### config.mk
export PLATFORM = sky130hd
export DESIGN_NAME = bitstream_chi_square_uniformity_unit
export DESIGN_NICKNAME = d
export VERILOG_FILES = /design/src/hw/rtl/csu_pkg.sv /design/src/hw/rtl/csu_front.sv /design/src/hw/rtl/csu_div.sv /design/src/hw/rtl/csu_back.sv /design/src/hw/rtl/bitstream_chi_square_uniformity_unit.sv
export SDC_FILE = /design/constraint.sdc
export NUM_CORES = 2
export LEC_CHECK = 0
export ABC_AREA = 1
export BUFFER_PORTS_ARGS = -buffer_cell sky130_fd_sc_hd__clkbuf_2
export CORE_MARGIN = 2
export CORE_UTILIZATION = 50
export DETAILED_ROUTE_END_ITERATION = 10
export PLACE_DENSITY = 0.74
export SETUP_SLACK_MARGIN = 0.02
export SYNTH_ARGS = -nofsm -noshare
export SYNTH_HDL_FRONTEND = slang
export SYNTH_SLANG_ARGS = --single-unit
### constraint.sdc
create_clock -name clk -period 11.35 [get_ports clk]
set_input_delay 2.27 -clock clk [delete_from_list [all_inputs] [get_ports clk]]
set_output_delay 2.27 -clock clk [all_outputs]
set_load 0.02 [all_outputs]
### src/hw/rtl/csu_pkg.sv
// Shared types, constants and helper functions for the chi-square uniformity unit.
`default_nettype none
package csu_pkg;

  localparam int BYTE_W    = 8;
  localparam int SW_W      = 6;
  localparam int CNT_W     = 21;
  localparam int MAX_SYM_W = 32;
  localparam int MAX_BINS  = 32;
  localparam int BIN_W     = $clog2(MAX_BINS);
  localparam int K_W       = 3;
  localparam int FRAC_W    = 16;
  localparam int OUT_W     = 41;
  localparam int SQ_W      = 2 * CNT_W;
  localparam int DVD_W     = OUT_W + 5 + FRAC_W;
  localparam int DIV_CNT_W = $clog2(DVD_W);
  localparam int IDX_W     = BIN_W + 1;

  localparam logic [SW_W-1:0]  SYMBOL_BITS_RST  = SW_W'(8);
  localparam logic [CNT_W-1:0] SYMBOL_COUNT_RST = CNT_W'(1024);
  localparam logic [CNT_W-1:0] RUN_LIMIT        = CNT_W'(1048576);

  localparam logic [1:0] REG_SYMBOL_BITS  = 2'd0;
  localparam logic [1:0] REG_SYMBOL_COUNT = 2'd1;

  typedef enum logic [2:0] {
    ST_BIT,
    ST_DRAIN,
    ST_SUM,
    ST_DIV,
    ST_EMIT
  } back_state_t;

  typedef struct packed {
    logic             start;
    logic [DVD_W-1:0] dividend;
    logic [CNT_W-1:0] divisor;
  } div_req_t;

  typedef struct packed {
    logic             done;
    logic [DVD_W-1:0] quotient;
  } div_rsp_t;

  function automatic logic [SW_W-1:0] eff_width(input logic [SW_W-1:0] sw);
    logic [SW_W-1:0] w;
    w = sw;
    if (w == '0) w = SW_W'(1);
    if (w > SW_W'(MAX_SYM_W)) w = SW_W'(MAX_SYM_W);
    return w;
  endfunction

  function automatic logic [CNT_W-1:0] eff_count(input logic [CNT_W-1:0] sc);
    logic [CNT_W-1:0] n;
    n = sc;
    if (n == '0) n = CNT_W'(1);
    if (n > RUN_LIMIT) n = RUN_LIMIT;
    return n;
  endfunction

  function automatic logic [K_W-1:0] log2_ceil(input logic [SW_W-1:0] w);
    logic [SW_W-1:0] wm1;
    logic [K_W-1:0]  k;
    wm1 = w - SW_W'(1);
    k = '0;
    for (int i = 0; i < SW_W; i++) begin
      if (wm1[i]) k = K_W'(i + 1);
    end
    return k;
  endfunction

endpackage
`default_nettype wire

### src/hw/rtl/csu_front.sv
// Front end: accepts stream bytes into a two-entry request queue.
`default_nettype none
module csu_front (
  input  wire                         clk,
  input  wire                         rst_n,
  input  wire                         in_valid,
  output logic                        in_ready,
  input  wire  [csu_pkg::BYTE_W-1:0]  in_data_byte,
  output logic                        q_valid,
  output logic [csu_pkg::BYTE_W-1:0]  q_data,
  input  wire                         q_pop
);
  import csu_pkg::*;

  logic [BYTE_W-1:0] slot_r [2];
  logic              wr_ptr_r, rd_ptr_r;
  logic [1:0]        fill_r;
  logic              push;

  assign in_ready = (fill_r != 2'd2);
  assign push     = in_valid && in_ready;
  assign q_valid  = (fill_r != 2'd0);
  assign q_data   = slot_r[rd_ptr_r];

  always_ff @(posedge clk) begin
    if (!rst_n) begin
      wr_ptr_r <= 1'b0;
      rd_ptr_r <= 1'b0;
      fill_r   <= 2'd0;
    end else begin
      if (push) wr_ptr_r <= ~wr_ptr_r;
      if (q_pop) rd_ptr_r <= ~rd_ptr_r;
      fill_r <= fill_r + 2'(push) - 2'(q_pop);
    end
  end

  always_ff @(posedge clk) begin
    if (push) slot_r[wr_ptr_r] <= in_data_byte;
  end

endmodule
`default_nettype wire

### src/hw/rtl/csu_div.sv
// Restoring divider, one quotient bit per cycle.
`default_nettype none
module csu_div (
  input  wire                clk,
  input  wire                rst_n,
  input  csu_pkg::div_req_t  req,
  output csu_pkg::div_rsp_t  rsp
);
  import csu_pkg::*;

  logic                 busy_r;
  logic [DIV_CNT_W-1:0] cnt_r;
  logic [CNT_W-1:0]     rem_r;
  logic [CNT_W-1:0]     dsr_r;
  logic [DVD_W-1:0]     quo_r;
  logic                 done_r;
  logic [CNT_W:0]       trial;
  logic                 ge;

  assign trial = {rem_r, quo_r[DVD_W-1]};
  assign ge    = (trial >= {1'b0, dsr_r});

  assign rsp.done     = done_r;
  assign rsp.quotient = quo_r;

  always_ff @(posedge clk) begin
    if (!rst_n) begin
      busy_r <= 1'b0;
      cnt_r  <= '0;
      done_r <= 1'b0;
    end else begin
      done_r <= 1'b0;
      if (req.start) begin
        busy_r <= 1'b1;
        cnt_r  <= '0;
      end else if (busy_r) begin
        cnt_r <= cnt_r + DIV_CNT_W'(1);
        if (cnt_r == DIV_CNT_W'(DVD_W - 1)) begin
          busy_r <= 1'b0;
          done_r <= 1'b1;
        end
      end
    end
  end

  always_ff @(posedge clk) begin
    if (req.start) begin
      rem_r <= '0;
      dsr_r <= req.divisor;
      quo_r <= req.dividend;
    end else if (busy_r) begin
      rem_r <= ge ? CNT_W'(trial - {1'b0, dsr_r}) : CNT_W'(trial);
      quo_r <= {quo_r[DVD_W-2:0], ge};
    end
  end

endmodule
`default_nettype wire

### src/hw/rtl/csu_back.sv
// Back end: bit slicer, histogram read-modify-write, sum of squares and statistic.
`default_nettype none
module csu_back (
  input  wire                         clk,
  input  wire                         rst_n,
  input  wire  [csu_pkg::SW_W-1:0]    symbol_bits,
  input  wire  [csu_pkg::CNT_W-1:0]   symbol_count,
  input  wire                         q_valid,
  input  wire  [csu_pkg::BYTE_W-1:0]  q_data,
  output logic                        q_pop,
  output logic                        res_valid,
  input  wire                         res_ready,
  output logic [csu_pkg::OUT_W-1:0]   res_chi,
  output logic [csu_pkg::OUT_W-1:0]   res_ss
);
  import csu_pkg::*;

  back_state_t state_r, state_nxt;

  logic [BYTE_W-1:0]    byte_r;
  logic [2:0]           bit_cnt_r;
  logic                 have_r;
  logic [MAX_SYM_W-1:0] partial_r;
  logic [SW_W-1:0]      pbits_r;
  logic [CNT_W-1:0]     done_r;

  logic [CNT_W-1:0]     mem [MAX_BINS];
  logic [CNT_W-1:0]     rdata_r;
  logic [MAX_BINS-1:0]  valid_r;

  logic                 upd_v_r;
  logic [BIN_W-1:0]     upd_bin_r;
  logic                 last_v_r;
  logic [BIN_W-1:0]     last_bin_r;
  logic [CNT_W-1:0]     last_val_r;

  logic [IDX_W-1:0]     sum_idx_r;
  logic                 s1_v_r, s2_v_r;
  logic [BIN_W-1:0]     s1_idx_r;
  logic [OUT_W-1:0]     sq_r;
  logic [OUT_W-1:0]     acc_r;

  div_req_t dreq;
  div_rsp_t drsp;

  logic [SW_W-1:0]      w;
  logic [K_W-1:0]       k;
  logic [CNT_W-1:0]     run_len;
  logic                 work;
  logic [BYTE_W-1:0]    cur_byte;
  logic [2:0]           cur_cnt;
  logic [MAX_SYM_W-1:0] new_sym;
  logic [MAX_SYM_W-1:0] sym_mask;
  logic [MAX_SYM_W-1:0] sym;
  logic [SW_W-1:0]      pbits_inc;
  logic                 complete;
  logic [BIN_W-1:0]     bin_new;
  logic [CNT_W-1:0]     done_inc;
  logic                 close;
  logic [CNT_W-1:0]     upd_base;
  logic [CNT_W-1:0]     s1_val;
  logic                 sum_issue;
  logic                 sum_end;
  logic [DVD_W-1:0]     sub_val;
  logic [BIN_W-1:0]     rd_addr;

  assign w        = eff_width(symbol_bits);
  assign k        = log2_ceil(w);
  assign run_len  = eff_count(symbol_count);
  assign cur_byte = have_r ? byte_r : q_data;
  assign cur_cnt  = have_r ? bit_cnt_r : 3'd0;
  assign work     = (state_r == ST_BIT) && (have_r || q_valid);
  assign new_sym  = {partial_r[MAX_SYM_W-2:0], cur_byte[BYTE_W-1]};
  assign sym_mask = {MAX_SYM_W{1'b1}} >> (SW_W'(MAX_SYM_W) - w);
  assign sym      = new_sym & sym_mask;
  assign pbits_inc = pbits_r + SW_W'(1);
  assign complete = work && (pbits_inc >= w);
  assign bin_new  = BIN_W'(sym >> (w - SW_W'(k)));
  assign done_inc = done_r + CNT_W'(1);
  assign close    = complete && (done_inc >= run_len);
  assign upd_base = (last_v_r && last_bin_r == upd_bin_r) ? last_val_r :
                    (valid_r[upd_bin_r] ? rdata_r : '0);
  assign s1_val   = valid_r[s1_idx_r] ? rdata_r : '0;
  assign sum_issue = (state_r == ST_SUM) && (sum_idx_r < IDX_W'(MAX_BINS));
  assign sum_end  = (state_r == ST_SUM) && !sum_issue && !s1_v_r && !s2_v_r;
  assign rd_addr  = (state_r == ST_SUM) ? sum_idx_r[BIN_W-1:0] : bin_new;
  assign sub_val  = DVD_W'({done_r, {FRAC_W{1'b0}}});

  assign dreq.start    = sum_end;
  assign dreq.dividend = DVD_W'({acc_r, {FRAC_W{1'b0}}}) << k;
  assign dreq.divisor  = done_r;

  csu_div u_div (
    .clk   (clk),
    .rst_n (rst_n),
    .req   (dreq),
    .rsp   (drsp)
  );

  always_comb begin
    state_nxt = state_r;
    unique case (state_r)
      ST_BIT:   if (close) state_nxt = ST_DRAIN;
      ST_DRAIN: state_nxt = ST_SUM;
      ST_SUM:   if (sum_end) state_nxt = ST_DIV;
      ST_DIV:   if (drsp.done) state_nxt = ST_EMIT;
      ST_EMIT:  if (res_ready) state_nxt = ST_BIT;
      default:  state_nxt = ST_BIT;
    endcase
  end

  always_comb begin
    q_pop     = (state_r == ST_BIT) && !have_r && q_valid;
    res_valid = (state_r == ST_EMIT);
  end

  always_ff @(posedge clk) begin
    if (!rst_n) begin
      state_r   <= ST_BIT;
      have_r    <= 1'b0;
      bit_cnt_r <= '0;
      pbits_r   <= '0;
      done_r    <= '0;
      partial_r <= '0;
      valid_r   <= '0;
      upd_v_r   <= 1'b0;
      last_v_r  <= 1'b0;
      sum_idx_r <= '0;
      s1_v_r    <= 1'b0;
      s2_v_r    <= 1'b0;
    end else begin
      state_r  <= state_nxt;
      upd_v_r  <= complete;
      last_v_r <= upd_v_r;
      s1_v_r   <= sum_issue;
      s2_v_r   <= s1_v_r;
      if (work) begin
        have_r    <= (cur_cnt != 3'd7) && !close;
        bit_cnt_r <= cur_cnt + 3'd1;
        if (complete) begin
          partial_r <= '0;
          pbits_r   <= '0;
          done_r    <= done_inc;
        end else begin
          partial_r <= new_sym;
          pbits_r   <= pbits_inc;
        end
      end
      if (upd_v_r) valid_r[upd_bin_r] <= 1'b1;
      if (state_r == ST_DRAIN) sum_idx_r <= '0;
      else if (sum_issue) sum_idx_r <= sum_idx_r + IDX_W'(1);
      if ((state_r == ST_EMIT) && res_ready) begin
        valid_r <= '0;
        done_r  <= '0;
      end
    end
  end

  always_ff @(posedge clk) begin
    if (work) byte_r <= cur_byte << 1;
    upd_bin_r  <= bin_new;
    last_bin_r <= upd_bin_r;
    last_val_r <= upd_base + CNT_W'(1);
    rdata_r    <= mem[rd_addr];
    if (upd_v_r) mem[upd_bin_r] <= upd_base + CNT_W'(1);
    s1_idx_r <= sum_idx_r[BIN_W-1:0];
    sq_r     <= OUT_W'(SQ_W'(s1_val) * SQ_W'(s1_val));
    if (state_r == ST_DRAIN) acc_r <= '0;
    else if (s2_v_r) acc_r <= acc_r + sq_r;
    if (drsp.done) begin
      res_ss  <= acc_r;
      res_chi <= (drsp.quotient > sub_val) ? OUT_W'(drsp.quotient - sub_val) : '0;
    end
  end

endmodule
`default_nettype wire

### src/hw/rtl/bitstream_chi_square_uniformity_unit.sv
// Top level: config registers, request queue, back end and output register.
// Throughput: one bit per cycle while a run is in progress and a byte is on hand.
// The bit that closes a run stalls the byte stream through the drain state, the sum of
// squares over the 32 bins, the bit-serial divider and the hand-off to the output register.
// Synchronous active-low reset clears the histogram valid bits and counters, restores config.
`default_nettype none
module bitstream_chi_square_uniformity_unit (
  input  wire                         clk,
  input  wire                         rst_n,
  input  wire                         cfg_we,
  input  wire  [1:0]                  cfg_index,
  input  wire  [csu_pkg::CNT_W-1:0]   cfg_data,
  input  wire                         in_valid,
  output logic                        in_ready,
  input  wire  [csu_pkg::BYTE_W-1:0]  in_data_byte,
  output logic                        out_valid,
  input  wire                         out_ready,
  output logic [csu_pkg::OUT_W-1:0]   out_chi_fixed,
  output logic [csu_pkg::OUT_W-1:0]   out_sum_squares
);
  import csu_pkg::*;

  logic [SW_W-1:0]   symbol_bits_r;
  logic [CNT_W-1:0]  symbol_count_r;
  logic              q_valid, q_pop;
  logic [BYTE_W-1:0] q_data;
  logic              res_valid, res_ready;
  logic [OUT_W-1:0]  res_chi, res_ss;
  logic              out_valid_r;

  always_ff @(posedge clk) begin
    if (!rst_n) begin
      symbol_bits_r  <= SYMBOL_BITS_RST;
      symbol_count_r <= SYMBOL_COUNT_RST;
    end else if (cfg_we) begin
      if (cfg_index == REG_SYMBOL_BITS) symbol_bits_r <= cfg_data[SW_W-1:0];
      if (cfg_index == REG_SYMBOL_COUNT) symbol_count_r <= cfg_data;
    end
  end

  csu_front u_front (
    .clk          (clk),
    .rst_n        (rst_n),
    .in_valid     (in_valid),
    .in_ready     (in_ready),
    .in_data_byte (in_data_byte),
    .q_valid      (q_valid),
    .q_data       (q_data),
    .q_pop        (q_pop)
  );

  csu_back u_back (
    .clk          (clk),
    .rst_n        (rst_n),
    .symbol_bits  (symbol_bits_r),
    .symbol_count (symbol_count_r),
    .q_valid      (q_valid),
    .q_data       (q_data),
    .q_pop        (q_pop),
    .res_valid    (res_valid),
    .res_ready    (res_ready),
    .res_chi      (res_chi),
    .res_ss       (res_ss)
  );

  assign res_ready = !out_valid_r || out_ready;
  assign out_valid = out_valid_r;

  always_ff @(posedge clk) begin
    if (!rst_n) begin
      out_valid_r <= 1'b0;
    end else if (res_ready) begin
      out_valid_r <= res_valid;
    end
  end

  always_ff @(posedge clk) begin
    if (res_ready && res_valid) begin
      out_chi_fixed   <= res_chi;
      out_sum_squares <= res_ss;
    end
  end

endmodule
`default_nettype wire
# After elaboration in Yosys (flattened, before gate mapping)
# Memory sizes are Yosys's and may differ from the RTL's. A register that Yosys moved wholly into a read port is not among the register bits.
# Index checks and enable logic that the tools add are counted.
[totals]
out_inout_bits = 84
latchBits = 0
rom_bits = 0
regBits = 540
inputBits = 36
elab_cells = 163
ramBits = 688
memories = 2
[mem_list]
columns = ["name", "words", "word_bits", "rd", "rd_clocked_by_memory_dff", "wr", "line", "text"]
rows = [
  ["u_back.mem", 32, 21, 1, 1, 1, "csu_back.sv:27", "logic [CNT_W-1:0] mem [MAX_BINS];"],
  ["u_front.slot_r", 2, 8, 1, 1, 1, "csu_front.sv:15", "logic [BYTE_W-1:0] slot_r [2];"],
]
[op_classes]
div_mod_pow = 0
n_addsub = 14
n_lt_le_gt_ge = 10
n_bitwise = 6
n_mul = 1
muxes = 42
reduce_logical = 36
n_shift = 3
n_eq_ne = 13
[ops]
columns = ["op", "count"]
rows = [
  ["21-bit two-way mux", 6],
  ["62-bit two-way mux", 2],
  ["62-bit by 37-bit greater-than comparator with 1-bit output", 1],
  ["57-bit by 3-bit << shifter with 62-bit output", 1],
  ["21-bit by 1-bit adder with 21-bit output, second input constant", 2],
  ["41-bit adder", 1],
  ["21-bit by 21-bit multiplier with 41-bit output", 1],
  ["41-bit by 37-bit subtractor with 41-bit output", 1],
  ["32-bit AND", 1],
  ["32-bit bitwise OR", 1],
  ["32-bit by 6-bit right shift with 32-bit output, first input constant", 1],
  ["32-bit by 6-bit right shift with 5-bit output", 1],
  ["31-bit two-way mux", 1],
  ["3-bit two-way mux", 8],
  ["22-bit by 21-bit greater-or-equal comparator with 1-bit output", 1],
  ["21-bit greater-or-equal comparator", 1],
  ["21-bit greater-than comparator, second input constant", 1],
  ["21-bit zero test", 1],
  ["21-bit subtractor", 1],
  ["6-bit by 1-bit adder with 6-bit output, second input constant", 3],
  ["6-bit two-way mux", 3],
  ["3-bit one-hot mux with 5 select lines", 1],
  ["1-bit logical AND", 14],
  ["1-bit two-way mux", 14],
  ["other kinds (36)", 57],
]

# Longest topological paths before layout
[depth]
ltp_word = 14
mapped_depth = 45
mapped_depth_nobuf = 42

# Modules after synthesis
# A second synthesis with hierarchy kept.
[hier_totals]
cells_unflattened = 7828
area_unflattened_um2 = 71504.8
[modules_own_cells]
columns = ["mod", "area_per_inst_um2", "seq_area_each_um2", "cells_per_inst", "instances"]
rows = [
  ["csu_back", 60830.8, 27756.6, 6728, 1],
  ["csu_div", 6204.7, 3072.9, 784, 1],
  ["bitstream_chi_square_uniformity_unit", 3636.0, 3022.9, 259, 1],
  ["csu_front", 833.3, 580.6, 57, 1],
]

# Worst setup path before layout
# No wires, ideal clock.
[synth_timing]
kind = "register to register"
from = "register u_back.s1_idx_r[0]"
to = "register u_back.sq_r[38]"
required_time_ns = 11.223
path_stages_with_launch = 45
synth_period_minus_slack_ns = 8.349
n_path_buf = 4
setup_time_ns = 0.127
arrival_time_ns = 8.223
setup_slack_ns = 3.001
cell_sequence = "dfxtp_1 -> clkbuf_1 -> inv_1 -> clkbuf_1 -> nand2_1 -> a22oi_1 -> o21ai_0 -> o211ai_1 -> nand2_1 -> clkbuf_1 -> nor2_1 -> inv_1 -> clkbuf_1 -> nor2_1 -> inv_1 -> fa_1 -> inv_1 -> fa_1 -> (+9 left out) -> fa_1 -> inv_1 -> ha_1 -> a21oi_1 -> o21ai_0 -> a21oi_1 -> o21ai_0 -> a21oi_1 -> inv_1 -> nand2_1 -> inv_1 -> nor2_1 -> o31ai_1 -> a21oi_1 -> inv_1 -> a21oi_1 -> o21ai_0 -> xor2_1"
[synth_via]
elab_chain_len = 4
[synth_rtl]
columns = ["item", "line", "text"]
rows = [
  ["from (decl)", "csu_back.sv:39", "logic [BIN_W-1:0] s1_idx_r;"],
  ["from (signal assigned)", "csu_back.sv:166", "s1_idx_r <= sum_idx_r[BIN_W-1:0];"],
  ["1-bit binary-select mux with 5-bit select", "csu_back.sv:83", "assign s1_val = valid_r[s1_idx_r] ? rdata_r : '0;"],
  ["1-bit two-way mux (implied by the code)", "csu_back.sv:83", ""],
  ["21-bit two-way mux", "csu_back.sv:83", ""],
  ["21-bit by 21-bit multiplier with 41-bit output", "csu_back.sv:167", "sq_r <= OUT_W'(SQ_W'(s1_val) * SQ_W'(s1_val));"],
  ["to (signal assigned)", "csu_back.sv:167", ""],
  ["to (decl)", "csu_back.sv:40", "logic [OUT_W-1:0] sq_r;"],
]
# No other way between the ends. The select of a mux whose other input is x is not followed.
# A chain may end at the register's enable or synchronous reset.

# Final worst setup path
# Same ends and word-level chain as after synthesis.

==> impl_metrics.csv <==
group,metric,value,unit
cells_and_area,area_growth_syn_to_layout,10.1,%
grt,grtUsageMet3,4.19,%
worst_setup_path,critPathCaptureType,"flip-flop",
min_path,hold_path_class,"flip-flop to flip-flop",
timing,setup_violations,0,
detailed_routing,drt_iter0_drc,5158,
timing,fin_crit,9.85,ns
worst_setup_path,crit_required,11.98,ns
outcome,failed_checks,"DRC",
flow_run,cap_violations,0,
clock_tree,holdBufCountCts,0,
placed_design,dp.cells,9059,
clock_tree,h-tree-depth,4,
timing,hold_viol_final,0,
outcome,status,"finished with violations",
clock_tree,root_buffer,"clkbuf_16",
clock_tree,post-cts-setup-buffer-count,0,
worst_setup_path,cp.arrival,10.49,ns
timing,grt_setup_unrepaired,"false",
timing,fmax,0.102,GHz
timing,skew,0.0291,ns
yosys,synth_ff_type,"edfxtp_1",
yosys,async_flop_share,0,%
power,p_per_area,215,nW/um2
clock_tree,cts_tree,"built",
yosys,synth_seq_area_share,49.7,%
yosys,avgSynthCellArea,9.41,um2
power,p_leak,0.0337,uW
detailed_routing,first_pass_iters,9,
worst_setup_path,cp_common_cell,"inv_1",
detailed_routing,wirelength,181000,um
floorplan,die-area,142000,um2
worst_setup_path,worstRegToRegCells,42,
clock_tree,cts_max_path_buffers,3,
timing,worstMarginPinSlew,1.26,ns
cells_and_area,fin_cells,9308,
detailed_routing,vias,51300,
grt,antenna_found_initial,1,
timing,drv_slew,0,
clock_tree,cts_resized,0,
worst_setup_path,critical_path.startpoint_type,"flip-flop",
placed_design,place.gp.congestion,0.961,
yosys,netlist_area,69300,um2
floorplan,fp.dieW,376,um
yosys,synth_seq_cells,1249,
floorplan,io_pins,120,
grt,grt_pass1_vias,49900,
grt,grt-busiest-layer,"met2",
timing,slew_headroom,15.8,%
grt,grt_start_max_net_pins,198,
clock_tree,clk_pin_slew_worst_paths,0.06,ns
floorplan,initial_core_util,50.4,%
cells_and_area,layout.nets,8023,
detailed_routing,drc,1,
floorplan,die_y,376,um
timing,setup-tns-final,0,ns
grt,grt_use_met2,41.9,%
worst_setup_path,path_max_fanout,17,
grt,grt_usage,25.4,%
clock_tree,clock_latency,0.79,ns
worst_setup_path,crit_type,"flip-flop to flip-flop",
clock_tree,cts_buffers,135,
grt,use_met1,33.4,%
grt,grt_pass1_wl,280000,um
placed_design,portBuffers,119,
cells_and_area,antenna_cells,0,
yosys,synth.net_count,7984,
detailed_routing,drtAntennaViolNets,0,
yosys,yosys_warnings,0,
detailed_routing,vias_per_cell,5.51,
worst_setup_path,slowest_delay,0.61,ns
power,vdd_drop_max,263,uV
yosys,syn_inst,7363,
floorplan,rows,136,
detailed_routing,wl_per_cell,19.4,um
yosys,synth_edf_count,942,
min_path,hold-path-cell-count,0,
placed_design,place_hpwl,121000,um
grt,globalRouteOverflowTotal,0,
worst_setup_path,cpMaxStageDelayCell,"nor2_1",
timing,period_share,86.8,%
cells_and_area,final_cell_mix,"nand2_1, inv_1, edfxtp_1",
floorplan,core-area,137000,um2
cells_and_area,drive_gt1_share,6.84,%
yosys,synth_cell_types,60,
cells_and_area,final_common_cell,"nand2_1",
clock_tree,cts.sinks,1249,
state kept, by name (all words and copies together) (netlist names), 16 cells and up, named ones only:
| name | flops |
|---|---|
| u_back.mem | 672 |
| u_back.acc_r | 41 |
| u_back.res_chi | 41 |
| u_back.u_div.dsr_r | 21 |
| u_back.rdata_r | 21 |
| out_chi_fixed | 41 |
| u_back.partial_r | 31 |
| u_back.sq_r | 40 |
| out_sum_squares | 41 |
| u_back.last_val_r | 21 |
| u_back.u_div.rem_r | 21 |
| u_back.u_div.quo_r | 62 |
| u_back.valid_r | 32 |
| u_back.done_r | 21 |
| u_back.res_ss | 41 |
| u_front.slot_r | 16 |
| symbol_count_r | 21 |
where the power goes:
group | switching (uW) | leakage, uW | internal, uW
clock network | 1860 | 0.00217 | 2530
registers | 340 | 0.0108 | 5230
logic | 4570 | 0.0208 | 1840
cell families (layout without fill, tap and decap cells):
kind of cell	count (synthesis)	in the layout	share of synthesized area, %
simple gates	3147	3147	19.7
flops	1249	1249	49.7
fa+ha+maj	585	585	14.0
compound gates	727	727	6.12
xor+xnor	164	164	2.07
buf+inv	1489	1640	8.43
mux	2	2	0.0289
routing by layer:
metal  up-vias  wire [um]
li1      24300          -
met1     24400      73000
met2      2266      85900
met3       375      15000
met4         0       6810
met5         -          0
metrics by stage:
stage	worst slack [ns]	power (uW)	instance area, um2	hold WS [ns]	util [%]
CTS	1.56	16300	76300	0.375	55.5
detailed placement	1.57	11900	71800	0.357	52.2
global placement	1.86	11800	71800	0.363	52.2
global route	0.744	17300	76300	0.378	55.5
floorplan	3.00	10000	69300	0.326	-
finish	1.50	16400	76300	0.368	55.5
critical path, delay by kind of cell (launching register included):
family                   cells  cell delay [ns]
AO/OA/AOI/OAI               11             1.94
XOR/XNOR                     1             0.16
adder cells (fa/ha/maj)      8             3.78
buffers and inverters       13             1.45
flip-flops                   1             0.49
AND/OR/NAND/NOR              9             1.86
layout make-up:
type | instances | area, um2
repair buffers | 219 | 1400
inverters | 1172 | 4400
flip-flops and latches | 1249 | 34400
clock inverters | 63 | 692
fillers | 11900 | 61200
multi-input cells | 4625 | 29300
well taps | 1794 | 2240
clock buffers | 186 | 3750
worst paths after layout:
path / start / end / slack (ns)
max: u_back.s1_idx_r[0]$_DFF_P_ / u_back.sq_r[38]$_DFF_P_ / 1.50
min: u_back.sum_idx_r[4]$_SDFFE_PP0P_ / u_back.s1_idx_r[4]$_DFF_P_ / 0.37
max reg2reg: u_back.s1_idx_r[0]$_DFF_P_ / u_back.sq_r[38]$_DFF_P_ / 1.50
min reg2reg: u_back.sum_idx_r[4]$_SDFFE_PP0P_ / u_back.s1_idx_r[4]$_DFF_P_ / 0.37
synth_stat cells (all sizes together) (12+ instances only):
| cell type | n | area, um2 |
|---|---|---|
| o21a | 20 | 150 |
| a21oi | 287 | 1440 |
| a22oi | 18 | 135 |
| dfxtp | 307 | 6150 |
| o21bai | 14 | 105 |
| nand3 | 927 | 4640 |
| or2 | 12 | 75.1 |
| clkinv | 13 | 48.8 |
| o21ai | 221 | 1110 |
| clkbuf | 181 | 681 |
| o221ai | 47 | 412 |
| nor2 | 539 | 2030 |
| fa | 315 | 6310 |
| a31oi | 23 | 144 |
| xor2 | 113 | 990 |
| buf | 136 | 759 |
| edfxtp | 942 | 28300 |
| o211ai | 52 | 390 |
| ha | 270 | 3380 |
| nand4 | 39 | 250 |
| nand3b | 88 | 661 |
| nand2 | 1476 | 5560 |
| nor3 | 34 | 170 |
| inv | 1159 | 4350 |
| nor4 | 18 | 128 |
| xnor2 | 51 | 447 |
Note: power is estimated with default switching activity, not from simulation.
